### config.mk
export PLATFORM = sky130hd
export DESIGN_NAME = mchb_ctrl
export DESIGN_NICKNAME = d
export VERILOG_FILES = /design/src/design/mchb_pkg.sv /design/src/design/mchb_ctrl.sv
export SDC_FILE = /design/constraint.sdc
export NUM_CORES = 1
export LEC_CHECK = 0
export ABC_AREA = 1
export BUFFER_PORTS_ARGS = -buffer_cell sky130_fd_sc_hd__buf_4
export CORE_AREA = 3 3 40 42
export CTS_BUF_LIST = sky130_fd_sc_hd__clkbuf_8
export CTS_CLUSTER_DIAMETER = 150
export CTS_CLUSTER_SIZE = 30
export DETAILED_ROUTE_END_ITERATION = 10
export DIE_AREA = 0 0 43 45
export PLACE_DENSITY = 0.68
export SETUP_SLACK_MARGIN = 0.2
export SYNTH_ARGS = -nofsm -noshare
export SYNTH_HDL_FRONTEND = slang
export SYNTH_SLANG_ARGS = --single-unit
### constraint.sdc
create_clock -name clk -period 1.79 [get_ports clk]
set_input_delay 0.0895 -clock clk [delete_from_list [all_inputs] [get_ports clk]]
set_output_delay 0.0895 -clock clk [all_outputs]
set_load 0.005 [all_outputs]
### src/design/mchb_pkg.sv
// ----------------------------------------------------------------------------
// mchb_pkg
// Constants, codes and controller/datapath types of the histogram binner.
// ----------------------------------------------------------------------------
`default_nettype none

package mchb_pkg;

  // sizing of the block
  localparam int NUM_COLUMNS = 4;
  localparam int MAX_BINS    = 1024;
  localparam int VALUE_BITS  = 16;
  localparam int COUNT_BITS  = 32;

  // fixed field widths of the channels and config port
  localparam int KIND_W      = 2;
  localparam int FIELD_W     = 16;
  localparam int COL_IDX_W   = 2;
  localparam int BIN_IDX_W   = 10;
  localparam int WRITE_W     = 32;
  localparam int READ_W      = 32;
  localparam int MASK_W      = 4;
  localparam int CFG_INDEX_W = 2;
  localparam int CFG_DATA_W  = 64;
  localparam int SRC_W       = 3;
  localparam int CFG_SRC_W   = 12;
  localparam int PACK_W      = 16;

  // derived sizes
  localparam int COL_BITS   = (NUM_COLUMNS > 1) ? $clog2(NUM_COLUMNS) : 1;
  localparam int BIN_BITS   = (MAX_BINS > 1) ? $clog2(MAX_BINS) : 1;
  localparam int NB_BITS    = $clog2(MAX_BINS + 1);
  localparam int TOTAL_BINS = NUM_COLUMNS * MAX_BINS;
  localparam int ADDR_BITS  = (TOTAL_BINS > 1) ? $clog2(TOTAL_BINS) : 1;
  localparam int PROD_BITS  = VALUE_BITS + NB_BITS;
  localparam int DSH_BITS   = VALUE_BITS + BIN_BITS;
  localparam int STEP_BITS  = $clog2(BIN_BITS + 1);

  localparam logic [COUNT_BITS-1:0] COUNT_MAX     = '1;
  localparam logic [CFG_SRC_W-1:0]  SOURCES_RESET = '1;

  // item kinds
  localparam logic [KIND_W-1:0] KIND_EVENT = 2'd0;
  localparam logic [KIND_W-1:0] KIND_READ  = 2'd1;
  localparam logic [KIND_W-1:0] KIND_WRITE = 2'd2;

  // column source codes
  localparam logic [SRC_W-1:0] SRC_PH     = 3'd0;
  localparam logic [SRC_W-1:0] SRC_X      = 3'd1;
  localparam logic [SRC_W-1:0] SRC_Y      = 3'd2;
  localparam logic [SRC_W-1:0] SRC_WEIGHT = 3'd3;

  // config register indexes
  localparam logic [CFG_INDEX_W-1:0] CFG_SOURCES = 2'd0;
  localparam logic [CFG_INDEX_W-1:0] CFG_LOWER   = 2'd1;
  localparam logic [CFG_INDEX_W-1:0] CFG_UPPER   = 2'd2;
  localparam logic [CFG_INDEX_W-1:0] CFG_BINS    = 2'd3;

  // controller to datapath commands
  typedef struct packed {
    logic clr_wr;
    logic capture;
    logic col_first;
    logic col_next;
    logic calc;
    logic div_load;
    logic div_step;
    logic ev_rd;
    logic ev_upd;
    logic acc_rd;
    logic acc_wr;
    logic load_result;
  } mchb_cmd_t;

  // datapath to controller status
  typedef struct packed {
    logic [KIND_W-1:0] kind;
    logic              addr_ok;
    logic              col_ok;
    logic              col_last;
    logic              div_last;
    logic              clr_last;
    logic              out_free;
  } mchb_sts_t;

endpackage

`default_nettype wire

### src/design/mchb_ctrl.sv
// ----------------------------------------------------------------------------
// mchb_ctrl
// Sequencer: clearing pass, item dispatch, per-column binning and result.
// ----------------------------------------------------------------------------
`default_nettype none

module mchb_ctrl (
  input  wire logic               clk,
  input  wire logic               rst,
  input  wire logic               item_valid,
  output logic                    item_ready,
  input  wire mchb_pkg::mchb_sts_t sts,
  output mchb_pkg::mchb_cmd_t     cmd
);

  localparam logic [3:0] S_CLEAR    = 4'd0;
  localparam logic [3:0] S_IDLE     = 4'd1;
  localparam logic [3:0] S_DISPATCH = 4'd2;
  localparam logic [3:0] S_ACC_RD   = 4'd3;
  localparam logic [3:0] S_ACC_WR   = 4'd4;
  localparam logic [3:0] S_CALC     = 4'd5;
  localparam logic [3:0] S_DIVLD    = 4'd6;
  localparam logic [3:0] S_DIV      = 4'd7;
  localparam logic [3:0] S_EV_RD    = 4'd8;
  localparam logic [3:0] S_EV_UPD   = 4'd9;
  localparam logic [3:0] S_RET      = 4'd10;

  logic [3:0] state;
  logic [3:0] state_next;

  // state register
  always_ff @(posedge clk) begin
    if (rst) begin
      state <= S_CLEAR;
    end else begin
      state <= state_next;
    end
  end

  // next state and commands
  always_comb begin
    cmd        = '0;
    state_next = state;
    item_ready = (state == S_IDLE);
    unique case (state)
      S_CLEAR: begin
        cmd.clr_wr = 1'b1;
        if (sts.clr_last) begin
          state_next = S_IDLE;
        end
      end
      S_IDLE: begin
        if (item_valid) begin
          cmd.capture = 1'b1;
          state_next  = S_DISPATCH;
        end
      end
      S_DISPATCH: begin
        unique case (sts.kind)
          mchb_pkg::KIND_EVENT: begin
            cmd.col_first = 1'b1;
            state_next    = S_CALC;
          end
          mchb_pkg::KIND_READ:  state_next = S_ACC_RD;
          mchb_pkg::KIND_WRITE: state_next = S_ACC_WR;
          default:              state_next = S_RET;
        endcase
      end
      S_ACC_RD: begin
        cmd.acc_rd = 1'b1;
        state_next = S_RET;
      end
      S_ACC_WR: begin
        cmd.acc_wr = 1'b1;
        state_next = S_RET;
      end
      S_CALC: begin
        cmd.calc   = 1'b1;
        state_next = S_DIVLD;
      end
      S_DIVLD: begin
        if (sts.col_ok) begin
          cmd.div_load = 1'b1;
          state_next   = S_DIV;
        end else if (sts.col_last) begin
          state_next = S_RET;
        end else begin
          cmd.col_next = 1'b1;
          state_next   = S_CALC;
        end
      end
      S_DIV: begin
        cmd.div_step = 1'b1;
        if (sts.div_last) begin
          state_next = S_EV_RD;
        end
      end
      S_EV_RD: begin
        cmd.ev_rd  = 1'b1;
        state_next = S_EV_UPD;
      end
      S_EV_UPD: begin
        cmd.ev_upd = 1'b1;
        if (sts.col_last) begin
          state_next = S_RET;
        end else begin
          cmd.col_next = 1'b1;
          state_next   = S_CALC;
        end
      end
      S_RET: begin
        if (sts.out_free) begin
          cmd.load_result = 1'b1;
          state_next      = S_IDLE;
        end
      end
      default: state_next = S_IDLE;
    endcase
  end

endmodule

`default_nettype wire

==> results.py, run 1 <==
metrics = {
    "logic_synthesis": {
        "synthesis.nets": 101,
        "avgSynthCellArea_um2": 5.644,
        "ys_seq_area_frac": 0.1576,
        "yosysTopAreaCellShare": 0.1576,
        "syn_inst": 90,
        "ys_seq_elements": 4,
        "synth_cell_types": 22,
        "synth_top_area_cell": "dfxtp_1",
        "syn_area_um2": 508.0,
        "synth_warnings": 0,
        "synth.area.top_cells": "dfxtp_1 16%, nand2_1 14%, nor2_1 12%",
    },
    "clock_tree": {
        "post-cts-setup-buffers": 0,
        "path_clk_slew_ns": 0.03,
        "cts_root_buffer": "clkbuf_8",
        "clockBufferDepth": 2,
        "h-tree-depth": 1,
        "cts_tree": "done",
        "ctsHoldBuffers": 0,
        "worst_skew_pair.late_latency_ns": 0.22,
        "clock-sinks": 4,
        "ctsResizeCount": 0,
        "cts_buffers": 3,
    },
    "critical_path": {
        "crit_chain": "inv_2, nor2_4, nand2_4, o31ai_1, buf_4",
        "crit_type": "reg2out",
        "slowest_delay_ns": 0.44,
        "crit_required_ns": 1.70,
        "critical_path_buf_inv_count": 2,
        "cp_slowest_cell": "dfxtp_1",
        "worst_setup_path_end_kind": "output pin",
        "worstPathArrival_ns": 1.35,
        "start_kind": "register",
        "cpLargestDelayFamily": "flip-flops",
        "worstPathMaxFanout": 6,
    },
    "power": {
        "p_per_area_mw_per_mm2": 1199,
        "power_mw": 0.8792,
        "leakage_nw": 0.4414,
        "peakVddDrop_v": 0.0008054,
    },
    "floorplanning": {
        "initial_core_util": 0.3953,
        "die_x_um": 43,
        "die_area_mm2": 0.001935,
        "rows": 13,
        "io_pins": 24,
        "die_h_um": 45,
        "core_area_mm2": 0.001285,
    },
    "timing": {
        "max_slew.worst_pin.slew_ns": 0.3092,
        "whs_ns": 0.05369,
        "fin_skew_ns": 0.006137,
        "maxSlewHeadroom": 0.7936,
        "finalSetupViolations": 0,
        "hold_viol": 0,
        "timing.final.crit_period_ns": 1.438,
        "fin_setup_tns_ns": 0,
        "timing.final.crit_share": 0.8036,
        "maxSlewViolCount": 0,
        "fmax_ghz": 0.6952,
        "grt_setup_unrepaired": "false",
    },
    "global_route": {
        "gr-total-overflow": 0,
        "first_global_vias": 535,
        "antenna_found_initial": 0,
        "grt_first_pass_wirelength_mm": 1.994,
        "grt_start_max_net_pins": 8,
        "grt.total_usage": 0.1357,
    },
    "detailed_routing": {
        "wl_mm": 1.226,
        "ant_nets": 0,
        "vias_per_cell": 4.762,
        "drtIter0Drc": 7,
        "via_count": 619,
        "dr.pass1.iters": 3,
        "wire_per_inst_um": 9.431,
        "drc": 0,
    },
    "finish": {
        "n_antenna_cell": 0,
        "regMostFlops": "state",
        "n_fill_cell": 135,
        "largest_reg_flops": 4,
        "stdcell_area_um2": 733.2,
        "reg_top3": "state: 4 flops",
        "final_cells": 130,
        "area_delta_synth_final_pct": 44.33,
        "nets": 128,
        "drive_above_1_share": 0.4000,
    },
    "placed_design": {
        "dpl_cell_area_um2": 691.9,
        "hpwl_mm": 1.029,
        "place_inst": 127,
        "place.gp.congestion": 0.7798,
        "port_buffers": 22,
    },
    "hold_path": {
        "min-delay-path-class": "in2reg",
    },
    "status": {
        "status": "completed",
    },
    "run": {
        "maxCapViolCount": 0,
    },
}
synth_stat cells (all sizes together):
master  count
a21oi       3
inv        19
nand2      22
nand4       1
nand3       6
o31ai       1
nor2       23
or2         1
dfxtp       4
nor4        1
o21bai      1
o21ai       7
clkinv      1
layout by cell type (no fill, tap or decap), drive strengths merged:
cell type / count
nand2: 22
or2: 1
dfxtp: 4
o21bai: 1
nor2: 23
nor4: 1
a21oi: 3
o31ai: 1
buf: 22
nand4: 1
o21ai: 7
clkbuf: 3
clkinv: 1
inv: 19
nand3: 6
worst paths after layout:
path	startpoint	slack [ns]	depth (start not counted)	end
max	state[1]	0.35	5	cmd[8]
min	rst	0.05	2	state[3]
min reg2reg	state[1]	0.58	2	state[1]
max reg2reg	state[0]	0.44	7	state[0]
kinds of logic after synthesis:
kind of cell,Yosys count,synth area share
and+or+nand+nor,54,0.5370
AOI/OAI and AO/OA,12,0.1576
buffers and inverters,20,0.1478
DFF,4,0.1576
final cells by class:
class,instances,area [µm²],share of cell area
multi-input cells,66,352.8,0.4812
repair buffers,22,165.2,0.2253
flip-flops and latches,4,80.08,0.1092
inverters,20,75.07,0.1024
clock buffers,3,41.29,0.05631
well taps,15,18.77,0.02560
power by group:
group	internal, mW	switching [mW]	leakage (nW)
Clock	0.143	0.0436	0.0216
Sequential	0.119	0.0602	0.0327
Combinational	0.210	0.303	0.387
Total	0.472	0.407	0.441
metrics by stage:
step	setup WS, ns	utilization
6_report	0.3515	0.5706
5_1_grt	0.2217	0.5706
4_1_cts	0.3598	0.5706
3_5_place_dp	0.4713	0.5385
3_3_place_gp	0.4848	0.5385
2_1_floorplan	0.6127	-
worst reg2reg max path, delay by kind of cell (launching register included):
family,cells,cell delay [ns]
AND/OR/NAND/NOR,4,0.41
flip-flops,1,0.49
AO/OA/AOI/OAI,2,0.28
buffers and inverters,1,0.06
routing by layer:
metal | part of all wire | wire (µm) | up-vias | GRT usage
met5 | 0 | 0 | - | 0
met2 | 0.47 | 575 | 20 | 0.2305
met1 | 0.43 | 523 | 268 | 0.1542
met3 | 0.076 | 93 | 5 | 0.03187
li1 | - | - | 326 | -
met4 | 0.027 | 33 | 0 | 0.08434
No activity file was read; power rests on OpenSTA's default activity.
==> inputs of run 2 (changes only) <==
- PLACE_DENSITY: 0.68 -> 0.7
- clock period: 1.79 -> 1.31 ns (I/O delays scaled with it)
==> run 2 against run 1 <==
Via count rose by 7.3%. The run now ends with negative setup slack left. Sequential power rose by 58%. Non-clock buffer count rose by 8. Global-route usage rose by 2.3 points. Largest cell class unchanged. Combinational power rose by 88%. Hold slack got worse by 0.025 ns. Die area did not move. First-iteration DRC count rose by 43%. Sequential cell count did not move. Clock-buffer cell count did not move. Clock skew fell by 0.0013 ns. Total power rose by 71%.
==> results.py, run 2 (same netlist as run 1, synthesis figures left out) <==
metrics = {
    "finish": {
        "nets": 136,
        "final_common_cell": "buf_4",
        "stdcell_area_um2": 902.1,
        "fin_util": 0.7020,
        "largest_reg_flops": 4,
        "n_antenna_cell": 0,
        "final_cell_mix": "26 x buf_4, 16 x nand2_1, 13 x nor2_1, 12 x inv_1",
        "area_delta_synth_final_pct": 77.59,
        "regMostFlops": "state",
        "drive_above_1_share": 0.5610,
        "n_fill_cell": 111,
        "final_cells": 138,
        "reg_top3": "state: 4 flops",
    },
    "clock_tree": {
        "h-tree-depth": 1,
        "cts_root_buffer": "clkbuf_8",
        "cts_buffers": 3,
        "clock-sinks": 4,
        "worst_skew_pair.late_latency_ns": 0.21,
        "cts_tree": "done",
        "path_clk_slew_ns": 0.03,
        "ctsHoldBuffers": 0,
        "clockBufferDepth": 2,
    },
    "timing": {
        "fin_skew_ns": 0.004817,
        "maxSlewViolCount": 0,
        "max_slew.worst_pin.slew_ns": 0.2330,
        "finalSetupViolations": 1,
        "grt_setup_unrepaired": "true",
        "maxSlewHeadroom": 0.8445,
        "hold_viol": 0,
        "timing.final.crit_period_ns": 1.312,
        "postLayoutSetupSlackWorst_ns": -0.001788,
        "whs_ns": 0.02842,
        "fin_setup_tns_ns": -0.001788,
        "fmax_ghz": 0.7623,
        "timing.final.crit_share": 1.001,
    },
    "global_route": {
        "grt_first_pass_wirelength_mm": 2.352,
        "first_global_vias": 584,
        "grt.total_usage": 0.1590,
        "gr-total-overflow": 0,
        "grt_start_max_net_pins": 8,
        "antenna_found_initial": 0,
    },
    "critical_path": {
        "worstPathArrival_ns": 1.25,
        "cp_slowest_cell": "dfxtp_4",
        "crit_type": "reg2out",
        "start_kind": "register",
        "cpLargestDelayFamily": "flip-flops",
        "crit_chain": "inv_4, nor2_4, nand2_4, o31ai_4, buf_4",
        "critical_path_buf_inv_count": 2,
        "r2r_slack_ns": 0.02,
        "crit_required_ns": 1.24,
        "worst_setup_path_end_kind": "output pin",
        "worstPathMaxFanout": 6,
        "slowest_delay_ns": 0.38,
    },
    "placed_design": {
        "port_buffers": 22,
        "place.gp.congestion": 0.8574,
        "dpl_worst_slack_ns": 0.05939,
        "dpl_cell_area_um2": 696.9,
        "place_inst": 127,
        "hpwl_mm": 1.056,
    },
    "power": {
        "leakage_nw": 0.4988,
        "p_per_area_mw_per_mm2": 1663,
        "peakVddDrop_v": 0.001391,
        "power_mw": 1.500,
    },
    "detailed_routing": {
        "drc": 0,
        "ant_nets": 0,
        "drtIter0Drc": 10,
        "vias_per_cell": 4.812,
        "wl_mm": 1.560,
        "wire_per_inst_um": 11.30,
        "dr.pass1.iters": 4,
        "via_count": 664,
    },
    "status": {
        "violations": "negative setup slack",
        "status": "finished with violations",
    },
    "floorplanning": {
        "io_pins": 24,
        "core_area_mm2": 0.001285,
        "die_h_um": 45,
        "die_area_mm2": 0.001935,
        "die_x_um": 43,
        "rows": 13,
        "initial_core_util": 0.3953,
    },
    "run": {
        "maxCapViolCount": 0,
    },
    "hold_path": {
        "min-delay-path-class": "in2reg",
    },
}
==> run 2: final timing paths <==
check | start | end | cells past startpoint
max | state[1] | cmd[8] | 5
min | rst | state[1] | 2
max reg2reg | state[1] | state[0] | 8
min reg2reg | state[0] | state[0] | 2
==> run 2: timing repair <==
| item | CTS | global route |
|---|---|---|
| gates resized for setup | 16 | 13 |
| pin swaps | 6 | 6 |
| endpoints found under the setup margin | 15 | 16 |
| setup buffers | 5 | 3 |
==> run 2: where the power goes <==
group,internal [mW],switching [mW]
clock,0.195,0.0568
sequential,0.185,0.0979
combinational,0.423,0.542
total,0.803,0.696
==> run 2: worst register-to-register path: stages (launching register included) <==
cell,delay (ns)
dfxtp_4,0.38
inv_4,0.05
nor2_4,0.19
buf_6,0.14
nand3_4,0.09
o21ai_4,0.08
nor2_4,0.06
o21bai_1,0.15
nor2_1,0.05
==> run 2: final cells by class <==
type                            instances  area, µm²  area share
Inverter                               20      80.08     0.08877
Clock buffer                            3      41.29     0.04577
Multi-Input combinational cell         66      426.7      0.4730
Sequential cell                         4      95.09      0.1054
Timing Repair Buffer                   30      240.2      0.2663
Tap cell                               15      18.77     0.02080
==> run 2: per-layer routing <==
layer / up-vias / wire [µm] / track usage
met5: - / 0 / 0
met3: 0 / 112 / 0.01992
met1: 294 / 601 / 0.1663
met2: 26 / 847 / 0.3144
met4: 0 / 0 / 0.07229
li1: 344 / - / -
